===== config.mk =====
export PLATFORM = sky130hd
export DESIGN_NAME = circular_deque_with_rotate
export DESIGN_NICKNAME = d
export VERILOG_FILES = /design/src/design/cdq_pkg.sv /design/src/design/cdq_dpath.sv /design/src/design/cdq_ctrl.sv /design/src/design/circular_deque_with_rotate.sv
export SDC_FILE = /design/constraint.sdc
export NUM_CORES = 1
export LEC_CHECK = 0
export BUFFER_PORTS_ARGS = -buffer_cell sky130_fd_sc_hd__buf_2
export CAP_MARGIN = 40
export CELL_PAD_IN_SITES_DETAIL_PLACEMENT = 0
export CELL_PAD_IN_SITES_GLOBAL_PLACEMENT = 1
export CORE_ASPECT_RATIO = 0.8
export CORE_MARGIN = 5
export CORE_UTILIZATION = 31
export CTS_CLUSTER_SIZE = 12
export DETAILED_ROUTE_END_ITERATION = 10
export HOLD_SLACK_MARGIN = 0.08
export PLACE_DENSITY_LB_ADDON = 0.1
export SYNTH_ARGS = -nofsm -noshare
export SYNTH_HDL_FRONTEND = slang
export SYNTH_HIERARCHICAL = 1
export SYNTH_SLANG_ARGS = --single-unit

===== constraint.sdc =====
create_clock -name clk_i -period 4.9 [get_ports clk_i]
set_input_delay 0.735 -clock clk_i [delete_from_list [all_inputs] [get_ports clk_i]]
set_output_delay 0.735 -clock clk_i [all_outputs]
set_load 0.01 [all_outputs]

===== src/design/cdq_pkg.sv =====
// ----------------------------------------------------------------------------
// cdq_pkg
// shared types and constants for the circular deque with rotate
// ----------------------------------------------------------------------------
package cdq_pkg;

  localparam int unsigned DEF_CAPACITY   = 16;
  localparam int unsigned DEF_DATA_WIDTH = 32;

  // rotate amount width and the bit counter of the remainder unit
  localparam int unsigned AMT_W     = 16;
  localparam int unsigned AMT_CNT_W = $clog2(AMT_W);

  typedef enum logic [2:0] {
    CMD_PUSH_REAR  = 3'd0,
    CMD_PUSH_FRONT = 3'd1,
    CMD_POP_FRONT  = 3'd2,
    CMD_POP_REAR   = 3'd3,
    CMD_ROTATE     = 3'd4
  } cmd_e;

  typedef enum logic [1:0] {
    ST_DONE  = 2'd0,
    ST_FULL  = 2'd1,
    ST_EMPTY = 2'd2
  } status_e;

  typedef enum logic [3:0] {
    S_IDLE,
    S_EXEC,
    S_POP_WAIT,
    S_MOD,
    S_FIX,
    S_ROT_CHK,
    S_ROT_RD,
    S_ROT_WR,
    S_RESP
  } state_e;

  typedef struct packed {
    logic [2:0]         command;
    logic signed [31:0] data_value;
    logic signed [15:0] rotate_amount;
  } cdq_in_t;

  typedef struct packed {
    logic [1:0]         status;
    logic signed [31:0] popped_value;
    logic [4:0]         occupancy;
  } cdq_out_t;

  // controller to datapath
  typedef struct packed {
    logic    load;
    logic    push_rear;
    logic    push_front;
    logic    pop_front;
    logic    pop_rear;
    logic    pop_capture;
    logic    div_step;
    logic    k_load;
    logic    rot_read;
    logic    rot_write;
    logic    set_status;
    status_e status;
  } cdq_ctl_t;

  // datapath to controller
  typedef struct packed {
    logic [2:0] cmd;
    logic       full;
    logic       empty;
    logic       div_last;
    logic       k_zero;
    logic       k_last;
  } cdq_sts_t;

endpackage


===== src/design/cdq_dpath.sv =====
// ----------------------------------------------------------------------------
// cdq_dpath
// ring storage, pointers, count, remainder unit and result registers
// ----------------------------------------------------------------------------
module cdq_dpath #(
  parameter int unsigned CAPACITY   = cdq_pkg::DEF_CAPACITY,
  parameter int unsigned DATA_WIDTH = cdq_pkg::DEF_DATA_WIDTH
) (
  input  logic              clk_i,
  input  logic              rst_ni,
  input  cdq_pkg::cdq_in_t  cmd_i,
  input  cdq_pkg::cdq_ctl_t ctl_i,
  output cdq_pkg::cdq_sts_t sts_o,
  output cdq_pkg::cdq_out_t res_o
);
  import cdq_pkg::*;

  localparam int unsigned PTR_W = $clog2(CAPACITY);
  localparam int unsigned CNT_W = $clog2(CAPACITY + 1);
  localparam logic [PTR_W-1:0] LAST_IDX = PTR_W'(CAPACITY - 1);
  localparam logic [CNT_W-1:0] FULL_CNT = CNT_W'(CAPACITY);

  logic [DATA_WIDTH-1:0] mem [CAPACITY];
  logic [DATA_WIDTH-1:0] rd_q;
  logic [DATA_WIDTH-1:0] data_q;

  logic [PTR_W-1:0]     head_q, head_d, tail_q, tail_d;
  logic [CNT_W-1:0]     count_q, count_d;
  logic [2:0]           cmd_q;
  logic [AMT_W-1:0]     amt_q, amt_d;
  logic                 neg_q;
  logic [CNT_W-1:0]     rem_q, rem_d;
  logic [AMT_CNT_W-1:0] bit_q, bit_d;
  logic [CNT_W-1:0]     k_q, k_d;
  status_e              status_q, status_d;
  logic signed [31:0]   popped_q, popped_d;

  logic                  wr_en, rd_en;
  logic [PTR_W-1:0]      wr_addr, rd_addr;
  logic [DATA_WIDTH-1:0] wr_data;

  logic [PTR_W-1:0] head_inc, head_dec, tail_inc, tail_dec;
  logic [CNT_W:0]   rem_shift;
  logic [CNT_W:0]   rem_sub;
  logic [AMT_W-1:0] amt_mag;
  logic signed [DATA_WIDTH-1:0] rd_signed;

  assign head_inc = (head_q == LAST_IDX) ? '0 : head_q + 1'b1;
  assign head_dec = (head_q == '0) ? LAST_IDX : head_q - 1'b1;
  assign tail_inc = (tail_q == LAST_IDX) ? '0 : tail_q + 1'b1;
  assign tail_dec = (tail_q == '0) ? LAST_IDX : tail_q - 1'b1;

  assign amt_mag   = cmd_i.rotate_amount[AMT_W-1] ? AMT_W'(-cmd_i.rotate_amount)
                                                  : AMT_W'(cmd_i.rotate_amount);
  assign rem_shift = {rem_q, amt_q[AMT_W-1]};
  assign rem_sub   = rem_shift - {1'b0, count_q};
  assign rd_signed = rd_q;

  always_comb begin
    head_d   = head_q;
    tail_d   = tail_q;
    count_d  = count_q;
    amt_d    = amt_q;
    rem_d    = rem_q;
    bit_d    = bit_q;
    k_d      = k_q;
    status_d = status_q;
    popped_d = popped_q;
    wr_en    = 1'b0;
    rd_en    = 1'b0;
    wr_addr  = tail_q;
    rd_addr  = head_q;
    wr_data  = data_q;
    if (ctl_i.load) begin
      amt_d    = amt_mag;
      rem_d    = '0;
      bit_d    = AMT_CNT_W'(AMT_W - 1);
      status_d = ST_DONE;
      popped_d = '0;
    end else if (ctl_i.push_rear) begin
      wr_en   = 1'b1;
      wr_addr = tail_q;
      tail_d  = tail_inc;
      count_d = count_q + 1'b1;
    end else if (ctl_i.push_front) begin
      wr_en   = 1'b1;
      wr_addr = head_dec;
      head_d  = head_dec;
      count_d = count_q + 1'b1;
    end else if (ctl_i.pop_front) begin
      rd_en   = 1'b1;
      rd_addr = head_q;
      head_d  = head_inc;
      count_d = count_q - 1'b1;
    end else if (ctl_i.pop_rear) begin
      rd_en   = 1'b1;
      rd_addr = tail_dec;
      tail_d  = tail_dec;
      count_d = count_q - 1'b1;
    end else if (ctl_i.pop_capture) begin
      popped_d = 32'(rd_signed);
    end else if (ctl_i.div_step) begin
      rem_d = rem_sub[CNT_W] ? rem_shift[CNT_W-1:0] : rem_sub[CNT_W-1:0];
      amt_d = amt_q << 1;
      bit_d = bit_q - 1'b1;
    end else if (ctl_i.k_load) begin
      k_d = (neg_q && (rem_q != '0)) ? count_q - rem_q : rem_q;
    end else if (ctl_i.rot_read) begin
      rd_en   = 1'b1;
      rd_addr = tail_dec;
      tail_d  = tail_dec;
    end else if (ctl_i.rot_write) begin
      wr_en   = 1'b1;
      wr_addr = head_dec;
      wr_data = rd_q;
      head_d  = head_dec;
      k_d     = k_q - 1'b1;
    end else if (ctl_i.set_status) begin
      status_d = ctl_i.status;
    end
  end

  always_ff @(posedge clk_i) begin
    if (wr_en) begin
      mem[wr_addr] <= wr_data;
    end
    if (rd_en) begin
      rd_q <= mem[rd_addr];
    end
  end

  always_ff @(posedge clk_i) begin
    if (ctl_i.load) begin
      data_q <= DATA_WIDTH'(cmd_i.data_value);
      neg_q  <= cmd_i.rotate_amount[AMT_W-1];
    end
    amt_q    <= amt_d;
    rem_q    <= rem_d;
    bit_q    <= bit_d;
    k_q      <= k_d;
    popped_q <= popped_d;
  end

  always_ff @(posedge clk_i or negedge rst_ni) begin
    if (!rst_ni) begin
      head_q   <= '0;
      tail_q   <= '0;
      count_q  <= '0;
      cmd_q    <= '0;
      status_q <= ST_DONE;
    end else begin
      head_q   <= head_d;
      tail_q   <= tail_d;
      count_q  <= count_d;
      status_q <= status_d;
      if (ctl_i.load) begin
        cmd_q <= cmd_i.command;
      end
    end
  end

  assign sts_o.cmd      = cmd_q;
  assign sts_o.full     = (count_q == FULL_CNT);
  assign sts_o.empty    = (count_q == '0);
  assign sts_o.div_last = (bit_q == '0);
  assign sts_o.k_zero   = (k_q == '0);
  assign sts_o.k_last   = (k_q == CNT_W'(1));

  assign res_o.status       = status_q;
  assign res_o.popped_value = popped_q;
  assign res_o.occupancy    = 5'(count_q);

endmodule


===== src/design/cdq_ctrl.sv =====
// ----------------------------------------------------------------------------
// cdq_ctrl
// command sequencer for the circular deque with rotate
// ----------------------------------------------------------------------------
module cdq_ctrl (
  input  logic              clk_i,
  input  logic              rst_ni,
  input  logic              start_i,
  input  cdq_pkg::cdq_sts_t sts_i,
  output cdq_pkg::cdq_ctl_t ctl_o,
  output logic              busy_o,
  output logic              done_o
);
  import cdq_pkg::*;

  state_e state_q, state_d;

  always_comb begin
    state_d = state_q;
    case (state_q)
      S_IDLE: begin
        if (start_i) begin
          state_d = S_EXEC;
        end
      end
      S_EXEC: begin
        case (cmd_e'(sts_i.cmd))
          CMD_POP_FRONT, CMD_POP_REAR: begin
            state_d = sts_i.empty ? S_RESP : S_POP_WAIT;
          end
          CMD_ROTATE: begin
            state_d = sts_i.empty ? S_RESP : S_MOD;
          end
          default: begin
            state_d = S_RESP;
          end
        endcase
      end
      S_POP_WAIT: state_d = S_RESP;
      S_MOD: begin
        if (sts_i.div_last) begin
          state_d = S_FIX;
        end
      end
      S_FIX:     state_d = S_ROT_CHK;
      S_ROT_CHK: state_d = sts_i.k_zero ? S_RESP : S_ROT_RD;
      S_ROT_RD:  state_d = S_ROT_WR;
      S_ROT_WR:  state_d = sts_i.k_last ? S_RESP : S_ROT_RD;
      S_RESP:    state_d = S_IDLE;
      default:   state_d = S_IDLE;
    endcase
  end

  always_comb begin
    ctl_o  = '0;
    ctl_o.status = ST_DONE;
    busy_o = (state_q != S_IDLE);
    done_o = (state_q == S_RESP);
    case (state_q)
      S_IDLE: begin
        ctl_o.load = start_i;
      end
      S_EXEC: begin
        case (cmd_e'(sts_i.cmd))
          CMD_PUSH_REAR: begin
            ctl_o.push_rear  = !sts_i.full;
            ctl_o.set_status = sts_i.full;
            ctl_o.status     = ST_FULL;
          end
          CMD_PUSH_FRONT: begin
            ctl_o.push_front = !sts_i.full;
            ctl_o.set_status = sts_i.full;
            ctl_o.status     = ST_FULL;
          end
          CMD_POP_FRONT: begin
            ctl_o.pop_front  = !sts_i.empty;
            ctl_o.set_status = sts_i.empty;
            ctl_o.status     = ST_EMPTY;
          end
          CMD_POP_REAR: begin
            ctl_o.pop_rear   = !sts_i.empty;
            ctl_o.set_status = sts_i.empty;
            ctl_o.status     = ST_EMPTY;
          end
          CMD_ROTATE: begin
            ctl_o.set_status = sts_i.empty;
            ctl_o.status     = ST_EMPTY;
          end
          default: begin
            ctl_o.set_status = 1'b0;
          end
        endcase
      end
      S_POP_WAIT: ctl_o.pop_capture = 1'b1;
      S_MOD:      ctl_o.div_step    = 1'b1;
      S_FIX:      ctl_o.k_load      = 1'b1;
      S_ROT_RD:   ctl_o.rot_read    = 1'b1;
      S_ROT_WR:   ctl_o.rot_write   = 1'b1;
      default: begin
        ctl_o.load = 1'b0;
      end
    endcase
  end

  always_ff @(posedge clk_i or negedge rst_ni) begin
    if (!rst_ni) begin
      state_q <= S_IDLE;
    end else begin
      state_q <= state_d;
    end
  end

endmodule


===== src/design/circular_deque_with_rotate.sv =====
// ----------------------------------------------------------------------------
// circular_deque_with_rotate
// fixed-capacity double-ended queue of signed words with push, pop and rotate
// ----------------------------------------------------------------------------
//  channel  | ports                  | transfer
//  ---------+------------------------+----------------------------------
//  command  | start, busy, cmd_i     | edge with start high, busy low
//  result   | done_o, res_o          | edge ending the cycle done_o is high
//
//  after accept, push and the empty or full cases pass EXEC and then give the
//  result strobe in RESP; pops add POP_WAIT (one registered read of the ring memory)
//  rotate runs 16 remainder steps, then moves k words, each with a memory
//  read and a memory write, k = amount mod count
//  after reset the deque is empty; busy stays high until the result cycle
//  ends, and the result cannot be stalled
// ----------------------------------------------------------------------------
module circular_deque_with_rotate #(
  parameter int unsigned CAPACITY   = cdq_pkg::DEF_CAPACITY,
  parameter int unsigned DATA_WIDTH = cdq_pkg::DEF_DATA_WIDTH
) (
  input  logic              clk_i,
  input  logic              rst_ni,
  input  logic              start,
  output logic              busy,
  input  cdq_pkg::cdq_in_t  cmd_i,
  output logic              done_o,
  output cdq_pkg::cdq_out_t res_o
);
  import cdq_pkg::*;

  cdq_ctl_t ctl;
  cdq_sts_t sts;

  cdq_ctrl u_ctrl (
    .clk_i   (clk_i),
    .rst_ni  (rst_ni),
    .start_i (start),
    .sts_i   (sts),
    .ctl_o   (ctl),
    .busy_o  (busy),
    .done_o  (done_o)
  );

  cdq_dpath #(
    .CAPACITY   (CAPACITY),
    .DATA_WIDTH (DATA_WIDTH)
  ) u_dpath (
    .clk_i  (clk_i),
    .rst_ni (rst_ni),
    .cmd_i  (cmd_i),
    .ctl_i  (ctl),
    .sts_o  (sts),
    .res_o  (res_o)
  );

endmodule


==> flow_summary.ini <==
[logic_synthesis]
synth_top_area_share_pct = 66.9
synthCells = 1709
yosysWarnings = 6
syn_area_um2 = 26900
ys_top_cells_by_area = edfxtp_1 67%, mux2i_1 10%, dfxtp_1 3.1%, o22ai_1 3.0%, dfrtp_1 2.1%
ys_seq_area_share_pct = 72.0
syn-num-nets = 1786
synthDistinctLibCells = 72
yosysTopAreaCell = edfxtp_1
synth_top_flop_cell = edfxtp_1
synth_edf_count = 598
avgSynthCellArea_um2 = 15.7
ys_seq_elements = 661
async_reset_ff_share_pct = 3.33

[timing]
finalSetupViolations = 0
hold_violations = 0
fin_crit_sh_pct = 90.2
clock_skew_ps = 20.2
worst_slew_pin_slew_ps = 813
holdWs_ps = 118
clock.fmax_ghz = 0.226
rsz0062_at_grt = false
timing.setup.tns_ps = 0
slew_violations = 0
maxSlewHeadroom_pct = 45.4
period_needed_ps = 4420

[grt]
grtUsageTotal_pct = 15.8
grt_pass1_vias = 15183
grt_first_pass_wirelength_um = 108000
grt_antenna_before_repair = 1
grt_max_degree = 57
grt_overflow_total = 0

[cts]
root_buffer = clkbuf_16
h-tree-depth = 3
worst_skew_pair.late_latency_ps = 630
cts_tree = built
clockBufferDepth = 3
clkTransAtPathRegs_ps = 60
cts_resized = 0
cts_buffers = 73
cts_setup_buffers = 0
hold_buffers = 0
cts_sinks = 661

[layout]
area_growth_pct = 18.0
nets = 1940
stdcell_count = 3047
final_area_um2 = 31700
drive_gt1_share_pct = 17.8
mostFrequentLayoutCells = 598 x edfxtp_1, 268 x mux2i_1, 130 x o22ai_1
final_common_cell = edfxtp_1
num_antenna_cells = 0

[placement]
numPortBuffers = 94
place_hpwl_um = 40900
dpl_cell_area_um2 = 29500
gp_congestion = 0.739
placedCellCount = 2915

[drt]
post_drt_wl_per_cell_um = 24.4
met2_length_um = 34900
via_count = 15094
viasPerCell = 4.95
drc_errors = 0
dr.max_layer_used = met4
drt_wl_total_um = 74300
drtIter0Drc = 1069
wl_met1_um = 35500
drt-pass1-iter-count = 6
met3_length_um = 2570
final_antenna_net_count = 0

[critical_path]
worstSetupPathType = flop to flop
end_kind = flop
cp_max_fo = 53
cp.required_ps = 5250
reg2regPathDepth = 11
reg2reg_from = u_dpath/count_q[1]$_DFFE_PN0P_
r2r_end = u_dpath/rd_q[6]$_DFFE_PP_
cp.arrival_ps = 4770
r2r_slack_ps = 480
setup.worst_path.start_class = flop

[run]
cap_violations = 0

[power_and_ir_drop]
cellLeakagePower_nw = 11.5
power_density_nw_per_um2 = 564
totalPowerFinal_w = 0.0179
irDropWorstVdd_v = 0.000280

[status]
status = finished clean

[die]
initial_core_util_pct = 31.3
rows = 96
core_area_um2 = 85900
die_w_um = 339
die_y_um = 273
ios = 95
floorplan.die_area_um2 = 92600

[worst_hold_path]
hp-class = primary input to async pin
flip-flops by register name, indices dropped and copies added, names as in the netlist:
signal	count
u_dpath/mem	512
u_dpath/data_q	32
u_dpath/popped_q	32
u_dpath/rd_q	32
u_dpath/amt_q	16
u_dpath/count_q	5
u_dpath/k_q	5
u_dpath/rem_q	5
u_ctrl/state_q	4
u_dpath/bit_q	4
u_dpath/head_q	4
u_dpath/tail_q	4
u_dpath/cmd_q	3
u_dpath/status_q	2
u_dpath/neg_q	1
synth_stat cells, types with 3 or more instances:
master,number
xnor2_1,20
a31oi_1,5
nor4_1,5
o21a_1,6
edfxtp_1,598
mux2i_1,269
o21ai_1,6
a21boi_0,5
nor2_1,54
buf_4,9
buf_1,6
a41oi_1,3
nor3b_1,5
or3_1,3
nand3b_1,6
nor3_1,29
o22ai_1,130
mux2_2,38
inv_1,34
clkbuf_1,49
nand3_1,8
a211oi_1,6
dfxtp_1,41
and2_1,4
xor2_1,13
nand2b_1,11
a21oi_1,65
a21o_1,3
o21ai_0,23
nand2_1,89
buf_2,14
ha_1,21
nand4_1,3
o41ai_1,4
nor2b_1,7
or4_1,35
buf_6,13
dfrtp_1,22
and3_1,9
worst max-delay path: stages (launching register included):
cell and delay [ps]:
dfrtp_1 460, inv_1 210, ha_1 200, and3_1 320, and4bb_2 340, nor4_4 350
o21a_1 270, mux2i_4 610, buf_12 400, mux2i_1 270, o22ai_1 90, or4_1 530
through the flow:
step	util [%]	setup slack [ps]
6_report	36.9	479
3_3_place_gp	34.3	563
5_1_grt	36.9	216
4_1_cts	36.9	467
3_5_place_dp	34.3	480
2_1_floorplan	-	-478
routing by layer:
metal	up-vias	global-route usage (%)
li1	7001	-
met1	7768	22.3
met2	237	25.9
met3	88	2.71
met4	0	3.36
met5	-	0
power by group:
part	total [W]	internal (W)	switching, W	leakage, nW
Sequential	0.00736	0.00699	0.000361	6.01
Clock	0.00515	0.00293	0.00222	1.07
Combinational	0.00537	0.00220	0.00318	4.41
Total	0.0179	0.0121	0.00576	11.5
logic make-up (layout without fill, tap and decap cells):
group	Yosys count	in the layout	share of synthesized area, %
DFF	661	661	72.0
and+or+nand+nor	283	283	5.56
muxes	307	307	11.6
adders and majority gates	23	23	1.13
xor gates and xnor gates	33	33	1.08
buffers and inverters	126	337	2.32
AOI/OAI and AO/OA	276	276	6.32
final cells by class:
class / count / area (um^2)
clock buffer: 108 / 1990
clock inverter: 24 / 216
fill: 8087 / 54200
inverter: 35 / 131
multi-input combinational: 922 / 7120
sequential: 661 / 19300
tap: 1127 / 1410
timing repair buffer: 170 / 1500
worst max path at each step:
stage	slack, ps	from	to	cells past startpoint
floorplan	-480	u_ctrl/state_q[1]$_DFFE_PN0P_	u_dpath/mem[0][0]$_DFFE_PP_	11
global placement	560	u_dpath/count_q[1]$_DFFE_PN0P_	u_dpath/rd_q[30]$_DFFE_PP_	12
detailed placement	480	u_dpath/count_q[1]$_DFFE_PN0P_	u_dpath/rd_q[22]$_DFFE_PP_	12
CTS	470	u_dpath/count_q[1]$_DFFE_PN0P_	u_dpath/rd_q[6]$_DFFE_PP_	11
global route	220	u_dpath/count_q[1]$_DFFE_PN0P_	u_dpath/rd_q[5]$_DFFE_PP_	11
finish	480	u_dpath/count_q[1]$_DFFE_PN0P_	u_dpath/rd_q[6]$_DFFE_PP_	11
Power figures use the tool's default switching activity.
